### config.mk
export PLATFORM = sky130hd
export DESIGN_NAME = vp8_bool_encoder_unit_flat
export DESIGN_NICKNAME = d
export VERILOG_FILES = /design/src/hdl/vbe_pkg.sv /design/src/hdl/vbe_req_if.sv /design/src/hdl/vbe_res_if.sv /design/src/hdl/vbe_ram.sv /design/src/hdl/vbe_ctrl.sv /design/src/hdl/vbe_dp.sv /design/src/hdl/vp8_bool_encoder_unit.sv /design/src/flat_wrapper.sv
export SDC_FILE = /design/constraint.sdc
export NUM_CORES = 1
export LEC_CHECK = 0
export ABC_CLOCK_PERIOD_IN_PS = 9350
export BUFFER_PORTS_ARGS = -buffer_cell sky130_fd_sc_hd__buf_2
export CORE_MARGIN = 1.5
export CORE_UTILIZATION = 62
export CTS_CLUSTER_DIAMETER = 50
export DETAILED_ROUTE_END_ITERATION = 8
export PLACE_DENSITY = 0.83
export SKIP_CTS_REPAIR_TIMING = 1
export SLEW_MARGIN = 20
export SYNTH_ARGS = -nofsm -noshare
export SYNTH_HDL_FRONTEND = slang
export SYNTH_SLANG_ARGS = --single-unit
### constraint.sdc
create_clock -name clk -period 9.35 [get_ports clk]
set_input_delay 0.4675 -clock clk [delete_from_list [all_inputs] [get_ports clk]]
set_output_delay 0.4675 -clock clk [all_outputs]
set_load 0.05 [all_outputs]
### src/hdl/vbe_pkg.sv
// Shared constants, codes and controller/datapath types of the VP8 boolean encoder.
package vbe_pkg;

	localparam int MAX_LITERAL_BITS = 16;
	localparam int MAX_FF_RUN       = 48;
	localparam int COUNT_BITS       = 24;
	localparam int MAX_RESULTS      = 64;

	localparam int REQ_TYPE_W    = 3;
	localparam int PROB_W        = 8;
	localparam int LIT_VALUE_W   = 16;
	localparam int LIT_BITS_W    = 5;
	localparam int BYTE_W        = 8;
	localparam int GAP_W         = 24;
	localparam int BUF_SIZE_W    = 24;
	localparam int STATUS_W      = 2;
	localparam int BYTE_COUNT_W  = 24;

	localparam int FF_RUN_W   = $clog2(MAX_FF_RUN + 1);
	localparam int LIT_CNT_W  = $clog2(MAX_LITERAL_BITS + 1);
	localparam int RES_CNT_W  = $clog2(MAX_RESULTS + 1);
	localparam int RES_ADDR_W = $clog2(MAX_RESULTS);
	localparam int SHIFT_W    = 5;
	localparam int GAP_SUM_W  = ((COUNT_BITS > GAP_W) ? COUNT_BITS : GAP_W) + 1;

	localparam logic [BYTE_W-1:0]     RANGE_INIT   = 8'd255;
	localparam logic [PROB_W-1:0]     LIT_PROB     = 8'd128;
	localparam logic [SHIFT_W-1:0]    SHIFTS_INIT  = 5'd24;
	localparam logic [SHIFT_W-1:0]    SHIFTS_BYTE  = 5'd8;
	localparam logic [BYTE_W-1:0]     BYTE_FF      = 8'hff;
	localparam logic [BUF_SIZE_W-1:0] BUF_SIZE_INIT = 24'd1048576;
	localparam logic [COUNT_BITS-1:0] COUNT_MAX    = {COUNT_BITS{1'b1}};

	typedef enum logic [REQ_TYPE_W-1:0] {
		REQ_RESTART = 3'd0,
		REQ_BOOL    = 3'd1,
		REQ_LITERAL = 3'd2,
		REQ_RAW     = 3'd3,
		REQ_GAP     = 3'd4,
		REQ_DRAIN   = 3'd5
	} req_code_t;

	typedef enum logic [STATUS_W-1:0] {
		STAT_OK      = 2'd0,
		STAT_NO_ROOM = 2'd1,
		STAT_RUN_SAT = 2'd2
	} status_code_t;

	typedef struct packed {
		logic [REQ_TYPE_W-1:0]  req_type;
		logic [PROB_W-1:0]      prob;
		logic                   bit_value;
		logic [LIT_VALUE_W-1:0] lit_value;
		logic [LIT_BITS_W-1:0]  lit_bits;
		logic [BYTE_W-1:0]      raw_byte;
		logic [GAP_W-1:0]       gap_bytes;
	} req_item_t;

	typedef struct packed {
		logic [BYTE_W-1:0]       byte_value;
		logic                    byte_valid;
		logic                    last;
		logic [STATUS_W-1:0]     status;
		logic                    overflowed;
		logic [BYTE_COUNT_W-1:0] byte_count;
	} res_item_t;

	typedef struct packed {
		logic load;
		logic restart;
		logic drain;
		logic bool_req;
		logic lit_bool;
		logic carry;
		logic shift;
		logic raw;
		logic gap;
		logic emit;
		logic rd_start;
		logic rd_next;
	} dp_cmd_t;

	typedef struct packed {
		logic range_low;
		logic bottom_msb;
		logic emit_pend;
		logic lit_left;
		logic last;
	} dp_stat_t;

endpackage

### src/hdl/vbe_req_if.sv
// Request channel: valid/ready handshake with the request fields.
interface vbe_req_if import vbe_pkg::*; ();
	logic                   valid;
	logic                   ready;
	logic [REQ_TYPE_W-1:0]  req_type;
	logic [PROB_W-1:0]      prob;
	logic                   bit_value;
	logic [LIT_VALUE_W-1:0] lit_value;
	logic [LIT_BITS_W-1:0]  lit_bits;
	logic [BYTE_W-1:0]      raw_byte;
	logic [GAP_W-1:0]       gap_bytes;

	modport source (
		output valid, req_type, prob, bit_value, lit_value, lit_bits, raw_byte, gap_bytes,
		input  ready
	);
	modport sink (
		input  valid, req_type, prob, bit_value, lit_value, lit_bits, raw_byte, gap_bytes,
		output ready
	);
endinterface

### src/hdl/vbe_res_if.sv
// Result channel: valid/ready handshake with the result fields.
interface vbe_res_if import vbe_pkg::*; ();
	logic                    valid;
	logic                    ready;
	logic [BYTE_W-1:0]       byte_value;
	logic                    byte_valid;
	logic                    last;
	logic [STATUS_W-1:0]     status;
	logic                    overflowed;
	logic [BYTE_COUNT_W-1:0] byte_count;

	modport source (
		output valid, byte_value, byte_valid, last, status, overflowed, byte_count,
		input  ready
	);
	modport sink (
		input  valid, byte_value, byte_valid, last, status, overflowed, byte_count,
		output ready
	);
endinterface

### src/hdl/vbe_ram.sv
// Generic single-write, single-read RAM with registered read data.
module vbe_ram #(
	parameter int WIDTH = 8,
	parameter int DEPTH = 64
) (
	input  logic                     clk,
	input  logic                     wr_en,
	input  logic [$clog2(DEPTH)-1:0] wr_addr,
	input  logic [WIDTH-1:0]         wr_data,
	input  logic                     rd_en,
	input  logic [$clog2(DEPTH)-1:0] rd_addr,
	output logic [WIDTH-1:0]         rd_data
);
	logic [WIDTH-1:0] mem [DEPTH];

	always_ff @(posedge clk) begin
		if (wr_en) begin
			mem[wr_addr] <= wr_data;
		end
		if (rd_en) begin
			rd_data <= mem[rd_addr];
		end
	end
endmodule

### src/hdl/vbe_ctrl.sv
// Controller: sequences request execution, normalisation, byte release and result readout.
module vbe_ctrl import vbe_pkg::*; (
	input  logic                  clk,
	input  logic                  arst_n,
	input  logic                  in_valid,
	output logic                  in_ready,
	input  logic [REQ_TYPE_W-1:0] req_type,
	output logic                  out_valid,
	input  logic                  out_ready,
	input  dp_stat_t              stat,
	output dp_cmd_t               cmd
);
	typedef enum logic [2:0] {
		S_IDLE,
		S_EXEC,
		S_LIT,
		S_NORM,
		S_FIN,
		S_READ,
		S_OUT
	} state_t;

	state_t                state_q;
	logic [REQ_TYPE_W-1:0] req_q;
	logic                  in_ready_q;
	logic                  out_valid_q;

	assign in_ready  = in_ready_q;
	assign out_valid = out_valid_q;

	always_comb begin
		cmd = '0;
		case (state_q)
			S_IDLE: cmd.load = in_valid && in_ready_q;
			S_EXEC: begin
				case (req_q)
					REQ_RESTART: cmd.restart  = 1'b1;
					REQ_BOOL:    cmd.bool_req = 1'b1;
					REQ_RAW:     cmd.raw      = 1'b1;
					REQ_GAP:     cmd.gap      = 1'b1;
					REQ_DRAIN:   cmd.drain    = 1'b1;
					default:     ;
				endcase
			end
			S_LIT: cmd.lit_bool = stat.lit_left;
			S_NORM: begin
				if (stat.emit_pend) begin
					cmd.emit = 1'b1;
				end else if (stat.range_low) begin
					cmd.carry = stat.bottom_msb;
					cmd.shift = !stat.bottom_msb;
				end
			end
			S_FIN: begin
				cmd.emit     = stat.emit_pend;
				cmd.rd_start = !stat.emit_pend;
			end
			S_OUT: cmd.rd_next = out_ready && !stat.last;
			default: ;
		endcase
	end

	always_ff @(posedge clk or negedge arst_n) begin
		if (!arst_n) begin
			state_q     <= S_IDLE;
			req_q       <= REQ_RESTART;
			in_ready_q  <= 1'b1;
			out_valid_q <= 1'b0;
		end else begin
			case (state_q)
				S_IDLE: begin
					if (in_valid && in_ready_q) begin
						req_q      <= req_type;
						in_ready_q <= 1'b0;
						state_q    <= S_EXEC;
					end
				end
				S_EXEC: begin
					case (req_q)
						REQ_BOOL:    state_q <= S_NORM;
						REQ_LITERAL: state_q <= S_LIT;
						default:     state_q <= S_FIN;
					endcase
				end
				S_LIT: begin
					state_q <= stat.lit_left ? S_NORM : S_FIN;
				end
				S_NORM: begin
					if (!stat.emit_pend && !stat.range_low) begin
						state_q <= (req_q == REQ_LITERAL) ? S_LIT : S_FIN;
					end
				end
				S_FIN: begin
					if (!stat.emit_pend) begin
						state_q <= S_READ;
					end
				end
				S_READ: begin
					out_valid_q <= 1'b1;
					state_q     <= S_OUT;
				end
				S_OUT: begin
					if (out_ready) begin
						out_valid_q <= 1'b0;
						if (stat.last) begin
							in_ready_q <= 1'b1;
							state_q    <= S_IDLE;
						end else begin
							state_q <= S_READ;
						end
					end
				end
				default: state_q <= S_IDLE;
			endcase
		end
	end
endmodule

### src/hdl/vbe_dp.sv
// Datapath: coder range and bottom, carry hold and 0xFF run, release buffer and counters.
module vbe_dp import vbe_pkg::*; (
	input  logic                  clk,
	input  logic                  arst_n,
	input  logic                  cfg_wr_en,
	input  logic [BUF_SIZE_W-1:0] cfg_wr_data,
	input  req_item_t             req_item,
	input  dp_cmd_t               cmd,
	output dp_stat_t              stat,
	output res_item_t             res_item
);
	logic [BUF_SIZE_W-1:0]  buf_size_q;
	logic [PROB_W-1:0]      prob_q;
	logic                   bit_q;
	logic [LIT_VALUE_W-1:0] lit_q;
	logic [LIT_CNT_W-1:0]   lit_cnt_q;
	logic [BYTE_W-1:0]      raw_q;
	logic [GAP_W-1:0]       gap_q;

	logic [BYTE_W-1:0]      range_q, n_range;
	logic [31:0]            bottom_q, n_bottom;
	logic [SHIFT_W-1:0]     shl_q, n_shl;
	logic [COUNT_BITS-1:0]  count_q, n_count;
	logic [BYTE_W-1:0]      held_q, n_held;
	logic                   held_valid_q, n_held_valid;
	logic [FF_RUN_W-1:0]    run_q, n_run;
	logic                   ovf_q, n_ovf;
	status_code_t           status_q, n_status;

	logic [BYTE_W-1:0]      head_q, n_head;
	logic                   head_pend_q, n_head_pend;
	logic [BYTE_W-1:0]      fill_q, n_fill;
	logic [FF_RUN_W-1:0]    ecnt_q, n_ecnt;

	logic [RES_CNT_W-1:0]   wr_cnt_q;
	logic [RES_ADDR_W-1:0]  rd_idx_q;

	logic [LIT_CNT_W-1:0]   lit_idx;
	logic [LIT_VALUE_W-1:0] lit_sh;
	logic [PROB_W-1:0]      prob_sel;
	logic                   bit_sel;
	logic [15:0]            prod;
	logic [BYTE_W-1:0]      split;
	logic                   gap_fail;
	logic                   arr_en;
	logic [BYTE_W-1:0]      arr_b;
	logic [BYTE_W-1:0]      emit_byte;
	logic                   emit_pend;
	logic                   ram_wr_en;
	logic                   ram_rd_en;
	logic [RES_ADDR_W-1:0]  ram_rd_addr;
	logic [BYTE_W-1:0]      ram_rd_data;
	logic                   no_bytes;
	logic                   last;
	logic [LIT_CNT_W-1:0]   lit_load;

	assign lit_idx  = lit_cnt_q - LIT_CNT_W'(1);
	assign lit_sh   = lit_q >> lit_idx;
	assign prob_sel = cmd.lit_bool ? LIT_PROB : prob_q;
	assign bit_sel  = cmd.lit_bool ? lit_sh[0] : bit_q;
	assign prod     = {8'd0, range_q - 8'd1} * {8'd0, prob_sel};
	assign split    = prod[15:8] + 8'd1;
	assign gap_fail = (GAP_SUM_W'(count_q) + GAP_SUM_W'(gap_q))
		> (ovf_q ? '0 : GAP_SUM_W'(buf_size_q));
	assign lit_load = (32'(req_item.lit_bits) > MAX_LITERAL_BITS)
		? LIT_CNT_W'(MAX_LITERAL_BITS) : LIT_CNT_W'(req_item.lit_bits);

	assign emit_byte = head_pend_q ? head_q : fill_q;
	assign emit_pend = head_pend_q || (ecnt_q != '0);

	always_comb begin
		n_range      = range_q;
		n_bottom     = bottom_q;
		n_shl        = shl_q;
		n_count      = count_q;
		n_held       = held_q;
		n_held_valid = held_valid_q;
		n_run        = run_q;
		n_ovf        = ovf_q;
		n_status     = status_q;
		n_head       = head_q;
		n_head_pend  = head_pend_q;
		n_fill       = fill_q;
		n_ecnt       = ecnt_q;
		arr_en       = cmd.raw;
		arr_b        = raw_q;

		if (cmd.load) begin
			n_status = STAT_OK;
		end
		if (cmd.bool_req || cmd.lit_bool) begin
			if (bit_sel) begin
				n_bottom = bottom_q + 32'(split);
				n_range  = range_q - split;
			end else begin
				n_range = split;
			end
		end
		if (cmd.shift) begin
			n_range = {range_q[6:0], 1'b0};
			if (shl_q <= SHIFT_W'(1)) begin
				arr_en   = 1'b1;
				arr_b    = bottom_q[30:23];
				n_bottom = {8'd0, bottom_q[22:0], 1'b0};
				n_shl    = SHIFTS_BYTE;
			end else begin
				n_bottom = {bottom_q[30:0], 1'b0};
				n_shl    = shl_q - SHIFT_W'(1);
			end
		end
		if (cmd.carry) begin
			n_bottom[31] = 1'b0;
			if (held_valid_q) begin
				if (run_q != '0) begin
					n_head      = held_q + 8'd1;
					n_head_pend = 1'b1;
					n_fill      = 8'h00;
					n_ecnt      = run_q - FF_RUN_W'(1);
					n_held      = 8'h00;
					n_run       = '0;
				end else begin
					n_held = held_q + 8'd1;
				end
			end
		end
		if (cmd.drain || cmd.restart) begin
			if (held_valid_q) begin
				n_head      = held_q;
				n_head_pend = 1'b1;
				n_fill      = BYTE_FF;
				n_ecnt      = run_q;
			end
			n_held_valid = 1'b0;
			n_held       = 8'h00;
			n_run        = '0;
			if (cmd.restart) begin
				n_range  = RANGE_INIT;
				n_bottom = '0;
				n_shl    = SHIFTS_INIT;
				n_count  = '0;
				n_ovf    = 1'b0;
			end
		end
		if (cmd.gap && gap_fail) begin
			n_ovf    = 1'b1;
			n_status = STAT_NO_ROOM;
		end
		if (cmd.emit) begin
			if (head_pend_q) begin
				n_head_pend = 1'b0;
			end else begin
				n_ecnt = ecnt_q - FF_RUN_W'(1);
			end
		end
		if (arr_en) begin
			if (count_q != COUNT_MAX) begin
				n_count = count_q + COUNT_BITS'(1);
			end
			if (!held_valid_q) begin
				n_held       = arr_b;
				n_held_valid = 1'b1;
			end else if (arr_b == BYTE_FF) begin
				if (run_q < FF_RUN_W'(MAX_FF_RUN)) begin
					n_run = run_q + FF_RUN_W'(1);
				end else begin
					n_head      = held_q;
					n_head_pend = 1'b1;
					n_ecnt      = '0;
					n_held      = BYTE_FF;
					n_status    = STAT_RUN_SAT;
				end
			end else begin
				n_head      = held_q;
				n_head_pend = 1'b1;
				n_fill      = BYTE_FF;
				n_ecnt      = run_q;
				n_run       = '0;
				n_held      = arr_b;
			end
		end
	end

	always_ff @(posedge clk) begin
		if (cmd.load) begin
			prob_q <= req_item.prob;
			bit_q  <= req_item.bit_value;
			lit_q  <= req_item.lit_value;
			raw_q  <= req_item.raw_byte;
			gap_q  <= req_item.gap_bytes;
		end
		head_q <= n_head;
		fill_q <= n_fill;
	end

	always_ff @(posedge clk or negedge arst_n) begin
		if (!arst_n) begin
			buf_size_q   <= BUF_SIZE_INIT;
			lit_cnt_q    <= '0;
			range_q      <= RANGE_INIT;
			bottom_q     <= '0;
			shl_q        <= SHIFTS_INIT;
			count_q      <= '0;
			held_q       <= 8'h00;
			held_valid_q <= 1'b0;
			run_q        <= '0;
			ovf_q        <= 1'b0;
			status_q     <= STAT_OK;
			head_pend_q  <= 1'b0;
			ecnt_q       <= '0;
			wr_cnt_q     <= '0;
			rd_idx_q     <= '0;
		end else begin
			if (cfg_wr_en) begin
				buf_size_q <= cfg_wr_data;
			end
			if (cmd.load) begin
				lit_cnt_q <= lit_load;
			end else if (cmd.lit_bool) begin
				lit_cnt_q <= lit_idx;
			end
			range_q      <= n_range;
			bottom_q     <= n_bottom;
			shl_q        <= n_shl;
			count_q      <= n_count;
			held_q       <= n_held;
			held_valid_q <= n_held_valid;
			run_q        <= n_run;
			ovf_q        <= n_ovf;
			status_q     <= n_status;
			head_pend_q  <= n_head_pend;
			ecnt_q       <= n_ecnt;
			if (cmd.load) begin
				wr_cnt_q <= '0;
			end else if (ram_wr_en) begin
				wr_cnt_q <= wr_cnt_q + RES_CNT_W'(1);
			end
			if (cmd.rd_start) begin
				rd_idx_q <= '0;
			end else if (cmd.rd_next) begin
				rd_idx_q <= rd_idx_q + RES_ADDR_W'(1);
			end
		end
	end

	// drop releases beyond the buffer depth
	assign ram_wr_en   = cmd.emit && (wr_cnt_q < RES_CNT_W'(MAX_RESULTS));
	assign ram_rd_en   = cmd.rd_start || cmd.rd_next;
	assign ram_rd_addr = cmd.rd_start ? '0 : rd_idx_q + RES_ADDR_W'(1);

	vbe_ram #(
		.WIDTH (BYTE_W),
		.DEPTH (MAX_RESULTS)
	) u_rel_ram (
		.clk     (clk),
		.wr_en   (ram_wr_en),
		.wr_addr (wr_cnt_q[RES_ADDR_W-1:0]),
		.wr_data (emit_byte),
		.rd_en   (ram_rd_en),
		.rd_addr (ram_rd_addr),
		.rd_data (ram_rd_data)
	);

	assign no_bytes = (wr_cnt_q == '0);
	assign last     = no_bytes || ((RES_CNT_W'(rd_idx_q) + RES_CNT_W'(1)) == wr_cnt_q);

	assign stat.range_low  = !range_q[7];
	assign stat.bottom_msb = bottom_q[31];
	assign stat.emit_pend  = emit_pend;
	assign stat.lit_left   = (lit_cnt_q != '0);
	assign stat.last       = last;

	assign res_item.byte_value = no_bytes ? 8'h00 : ram_rd_data;
	assign res_item.byte_valid = !no_bytes;
	assign res_item.last       = last;
	assign res_item.status     = status_q;
	assign res_item.overflowed = ovf_q;
	assign res_item.byte_count = BYTE_COUNT_W'(count_q);
endmodule

### src/hdl/vp8_bool_encoder_unit.sv
// Top level of the VP8 boolean encoder: controller, datapath and port wiring.
//
// Requests enter on req (valid/ready); each transaction is a restart, bool,
// literal, raw byte, gap check or drain. Results leave on res (valid/ready):
// one transaction per released byte (up to 64 per request), or a single one
// with byte_valid low when the request releases nothing; last marks the final
// one, and every result of a request carries the status, overflow mark and
// byte count after it. cfg_wr_en/cfg_wr_data must write the buffer size only
// while the block is idle; the block does not enforce this. One request is
// handled at a time. After acceptance a bool is coded, then renormalised one
// shift at a time (up to 7 shifts), with a separate step per carry; a literal
// codes and renormalises each bit in turn. Each released byte is written into
// the release RAM, then the request finishes and each result is read out of
// the RAM while the receiver is ready. The normaliser, which makes one shift
// or carry per cycle while no byte is pending release, and the result readout
// set the rate. Results appear once the whole request is done.
// A stalled receiver holds the current result; req.ready stays low until the
// last result is taken. Reset puts the coder in its restart state, clears the
// held byte and the overflow mark and loads the default buffer size.
module vp8_bool_encoder_unit import vbe_pkg::*; (
	input  logic                  clk,
	input  logic                  arst_n,
	vbe_req_if.sink               req,
	vbe_res_if.source             res,
	input  logic                  cfg_wr_en,
	input  logic [BUF_SIZE_W-1:0] cfg_wr_data
);
	req_item_t req_item;
	res_item_t res_item;
	dp_cmd_t   cmd;
	dp_stat_t  stat;

	assign req_item.req_type  = req.req_type;
	assign req_item.prob      = req.prob;
	assign req_item.bit_value = req.bit_value;
	assign req_item.lit_value = req.lit_value;
	assign req_item.lit_bits  = req.lit_bits;
	assign req_item.raw_byte  = req.raw_byte;
	assign req_item.gap_bytes = req.gap_bytes;

	vbe_ctrl u_ctrl (
		.clk       (clk),
		.arst_n    (arst_n),
		.in_valid  (req.valid),
		.in_ready  (req.ready),
		.req_type  (req.req_type),
		.out_valid (res.valid),
		.out_ready (res.ready),
		.stat      (stat),
		.cmd       (cmd)
	);

	vbe_dp u_dp (
		.clk         (clk),
		.arst_n      (arst_n),
		.cfg_wr_en   (cfg_wr_en),
		.cfg_wr_data (cfg_wr_data),
		.req_item    (req_item),
		.cmd         (cmd),
		.stat        (stat),
		.res_item    (res_item)
	);

	assign res.byte_value = res_item.byte_value;
	assign res.byte_valid = res_item.byte_valid;
	assign res.last       = res_item.last;
	assign res.status     = res_item.status;
	assign res.overflowed = res_item.overflowed;
	assign res.byte_count = res_item.byte_count;

	a_no_overlap: assert property (@(posedge clk) disable iff (!arst_n)
		!(res.valid && req.ready))
		else $error("request taken while a result is offered");

	a_ready_after_last: assert property (@(posedge clk) disable iff (!arst_n)
		res.valid && res.ready && res.last |=> req.ready)
		else $error("request channel not reopened after last result");

	a_empty_is_last: assert property (@(posedge clk) disable iff (!arst_n)
		res.valid && !res.byte_valid |-> res.last)
		else $error("result without a byte is not the last one");

	a_status_code: assert property (@(posedge clk) disable iff (!arst_n)
		res.valid |-> (res.status == STAT_OK || res.status == STAT_NO_ROOM
			|| res.status == STAT_RUN_SAT))
		else $error("undefined status code");
endmodule

### src/flat_wrapper.sv
// flat-port wrapper written by rule: the top's interface ports become plain ports
module vp8_bool_encoder_unit_flat import vbe_pkg::*;
  (clk, arst_n, cfg_wr_en, cfg_wr_data, req_valid, req_req_type, req_prob, req_bit_value, req_lit_value, req_lit_bits, req_raw_byte, req_gap_bytes, req_ready, res_valid, res_byte_value, res_byte_valid, res_last, res_status, res_overflowed, res_byte_count, res_ready);
  vbe_req_if req_i ();
  vbe_res_if res_i ();
  input  logic clk;
  input  logic arst_n;
  input  logic cfg_wr_en;
  input  logic [BUF_SIZE_W-1:0] cfg_wr_data;
  input wire logic [$bits(req_i.valid)-1:0] req_valid;
  input wire logic [$bits(req_i.req_type)-1:0] req_req_type;
  input wire logic [$bits(req_i.prob)-1:0] req_prob;
  input wire logic [$bits(req_i.bit_value)-1:0] req_bit_value;
  input wire logic [$bits(req_i.lit_value)-1:0] req_lit_value;
  input wire logic [$bits(req_i.lit_bits)-1:0] req_lit_bits;
  input wire logic [$bits(req_i.raw_byte)-1:0] req_raw_byte;
  input wire logic [$bits(req_i.gap_bytes)-1:0] req_gap_bytes;
  output wire logic [$bits(req_i.ready)-1:0] req_ready;
  output wire logic [$bits(res_i.valid)-1:0] res_valid;
  output wire logic [$bits(res_i.byte_value)-1:0] res_byte_value;
  output wire logic [$bits(res_i.byte_valid)-1:0] res_byte_valid;
  output wire logic [$bits(res_i.last)-1:0] res_last;
  output wire logic [$bits(res_i.status)-1:0] res_status;
  output wire logic [$bits(res_i.overflowed)-1:0] res_overflowed;
  output wire logic [$bits(res_i.byte_count)-1:0] res_byte_count;
  input wire logic [$bits(res_i.ready)-1:0] res_ready;
  assign req_i.valid = req_valid;
  assign req_i.req_type = req_req_type;
  assign req_i.prob = req_prob;
  assign req_i.bit_value = req_bit_value;
  assign req_i.lit_value = req_lit_value;
  assign req_i.lit_bits = req_lit_bits;
  assign req_i.raw_byte = req_raw_byte;
  assign req_i.gap_bytes = req_gap_bytes;
  assign req_ready = req_i.ready;
  assign res_valid = res_i.valid;
  assign res_byte_value = res_i.byte_value;
  assign res_byte_valid = res_i.byte_valid;
  assign res_last = res_i.last;
  assign res_status = res_i.status;
  assign res_overflowed = res_i.overflowed;
  assign res_byte_count = res_i.byte_count;
  assign res_i.ready = res_ready;
  vp8_bool_encoder_unit u_core (.clk(clk), .arst_n(arst_n), .req(req_i), .res(res_i), .cfg_wr_en(cfg_wr_en), .cfg_wr_data(cfg_wr_data));
endmodule
==> impl_metrics.toml <==
[layout]
fillCellCount = 3902
final_cell_mix = "edfxtp_1 (577), nand2_1 (402), nor2_1 (256)"
syn2layout_area_growth_pct = 11.2
nNetsFinal = 3346
antennaDiodeCount = 0
drive_gt1_share_pct = 15.1
final_common_cell = "edfxtp_1"

[worst_hold_path]
hp-class = "in -> reg"
holdPathStages = 1
worstHoldStart = "req_gap_bytes[17]"
hold_path_end = "u_core.u_dp.gap_q[17]"

[grt]
grt_pass1_vias = 25000
grt_pass1_wl_mm = 135
antenna_found_initial = 0
grtUsageTotal_pct = 28.9
grt_max_degree = 97
grt_overflow = 0

[logic_synthesis]
synthCells = 3020
netlist.area_leader.share_pct = 48.2
yosysSeqAreaShare_pct = 59.2
synth-seq-cells = 737
synth.distinct_cells = 82
ys_warn_count = 0
synth_async_sr_flop_share_pct = 19.5
syn_area_per_cell_um2 = 11.9
synth_ff_type = "edfxtp_1"
synth_edf_count = 577
synth_fp_nets = 3263
netlist_area_mm2 = 0.0359
synth_area_leader_cell = "edfxtp_1"
synth_area_leaders = "edfxtp_1 (48%), dfrtp_1 (9.2%), nand2_1 (4.2%)"

[cts]
cts-buffers-inserted = 80
clk_pin_slew_ps = 60
tritoncts = "built"
cts_sinks = 737
htreeDepth = 3
clockBufferDepth = 3
clkLatencyLatePin_ps = 640
cts_root_buf = "clkbuf_16"

[sta]
finalCriticalPeriod_ps = 8850
slew_viol_final = 0
fmax_mhz = 113
hold_viol_final = 0
rsz0062_at_grt = "false"
fin_crit_sh_pct = 94.6
worstMarginPinSlew_ps = 1100
final.setup.tns_ps = 0
timing.slew.headroom_pct = 26.7
setup_viol = 0
finClkSkew_ps = 25.9

[worst_setup_path]
reg2regPathDepth = 28
worstPathRequired_ps = 9860
reg2reg_slack_ps = 500
reg2reg_to = "u_core.u_dp.bottom_q[30]"
worstPathArrival_ps = 9360
cp-start-kind = "flop"
end_kind = "flop"
worstPathMaxFanout = 17
critPathMaxStageDelay_ps = 520
crit_type = "reg -> reg"
worst_path_most_repeated_cell = "fa_1"
cp_slowest_cell = "fa_1"
r2r_start = "u_core.u_dp.lit_cnt_q[0]"

[floorplanning]
die_h_um = 244
die_x_um = 244
core_area_mm2 = 0.0575
row_count = 88
die_area_mm2 = 0.0594
io_pins = 133
initial_core_util_pct = 62.5

[run]
cap_violations = 0

[route]
finalWirelength_mm = 85.7
first_pass_iters = 8
vias = 24800
drt_iter0_drc = 2358
routedWlPerCell_um = 21.8
vias_per_cell = 6.29
drc_errors = 0
final_antenna_net_count = 0

[placement]
place_congestion = 0.900
portBuffers = 132
hpwl_mm = 54.0

[status]
status = "finished clean"
[layout make-up]
| type | count | area (um2) | share of cell area (%) |
|---|---|---|---|
| Clock inverter | 48 | 532 | 1.33 |
| Multi-Input combinational cell | 2031 | 13800 | 34.5 |
| Tap cell | 765 | 957 | 2.40 |
| Inverter | 85 | 319 | 0.799 |
| Timing Repair Buffer | 168 | 942 | 2.36 |
| Sequential cell | 737 | 21300 | 53.3 |
| Clock buffer | 100 | 2130 | 5.33 |
[sequential cells by signal, summed over array words and instances, names as in the netlist, 16 cells and up]
signal	cells
u_core.u_dp.bottom_q	32
u_core.u_dp.buf_size_q	24
u_core.u_dp.count_q	24
u_core.u_dp.gap_q	24
u_core.u_dp.lit_q	16
u_core.u_dp.u_rel_ram.mem	512
[Yosys cell counts (12+ instances only)]
| master | number |
|---|---|
| mux2i_1 | 32 |
| and3_1 | 22 |
| and2_1 | 74 |
| nor4_1 | 12 |
| nand4_1 | 24 |
| mux4_2 | 36 |
| nor2b_1 | 12 |
| dfxtp_1 | 16 |
| or3_1 | 23 |
| clkbuf_1 | 148 |
| o22ai_1 | 77 |
| mux2_2 | 102 |
| inv_1 | 84 |
| nand3_1 | 65 |
| nand2b_1 | 29 |
| nor3_1 | 36 |
| a31oi_1 | 67 |
| dfrtp_1 | 132 |
| xnor2_1 | 52 |
| o21ai_0 | 147 |
| a21oi_1 | 124 |
| nand2_1 | 402 |
| fa_1 | 38 |
| ha_1 | 111 |
| a211oi_1 | 66 |
| nor2_1 | 261 |
| dfstp_2 | 12 |
| edfxtp_1 | 577 |
| a21o_1 | 23 |
| xor2_1 | 49 |
[how the worst max path moves through the flow]
stage	slack, ps	endpoint	start
6_report	500	u_core.u_dp.bottom_q[30]	u_core.u_dp.lit_cnt_q[0]
5_1_grt	40	u_core.u_dp.bottom_q[30]	u_core.u_dp.lit_cnt_q[0]
4_1_cts	330	u_core.u_dp.bottom_q[30]	u_core.u_dp.lit_cnt_q[0]
3_5_place_dp	380	u_core.u_dp.bottom_q[27]	u_core.u_dp.lit_cnt_q[0]
3_3_place_gp	680	u_core.u_dp.bottom_q[30]	u_core.u_dp.lit_cnt_q[0]
2_1_floorplan	1410	u_core.u_dp.bottom_q[30]	u_core.u_dp.lit_cnt_q[0]
[per-layer routing]
| layer | vias to the layer above | wire, um | GRT usage (%) |
|---|---|---|---|
| li1 | 11300 | - | - |
| met1 | 12100 | 32700 | 36.7 |
| met2 | 1167 | 42400 | 49.1 |
| met3 | 232 | 6960 | 4.49 |
| met4 | 0 | 3570 | 13.0 |
| met5 | - | 0 | 0 |
[per-stage QoR]
stage	hold slack (ps)	setup slack, ps	cells	area (um2)	util (%)
2_1_floorplan	172	1410	3020	35900	-
6_report	20.3	503	3934	39900	69.5
4_1_cts	-77.8	328	3932	39900	69.4
5_1_grt	3.94	39.9	3934	39900	69.5
3_3_place_gp	427	682	3784	37200	64.8
3_5_place_dp	434	381	3784	37200	64.8
[critical path, delay by kind of cell, from the launching register on]
| kind | cells | cell delay (ps) |
|---|---|---|
| buffers and inverters | 2 | 210 |
| xor gates and xnor gates | 3 | 750 |
| and+or+nand+nor | 10 | 2730 |
| DFF | 1 | 500 |
| AOI/OAI and AO/OA | 6 | 1690 |
| adders and majority gates | 7 | 2820 |
[kinds of logic (layout without fill, tap and decap cells)]
group                    count (synthesis)  in the layout  share of synthesized area (%)
buffers and inverters                  252            401                           2.66
AND/OR/NAND/NOR                       1017           1017                           13.1
XOR/XNOR                               101            101                           2.46
AO/OA/AOI/OAI                          593            593                           10.2
adder cells (fa/ha/maj)                149            149                           5.98
flip-flops                             737            737                           59.2
multiplexers                           171            171                           6.38
Power is left out: the tool's default activity adds up to more than one toggle a clock period on the data nets, which glitch-free logic cannot reach.
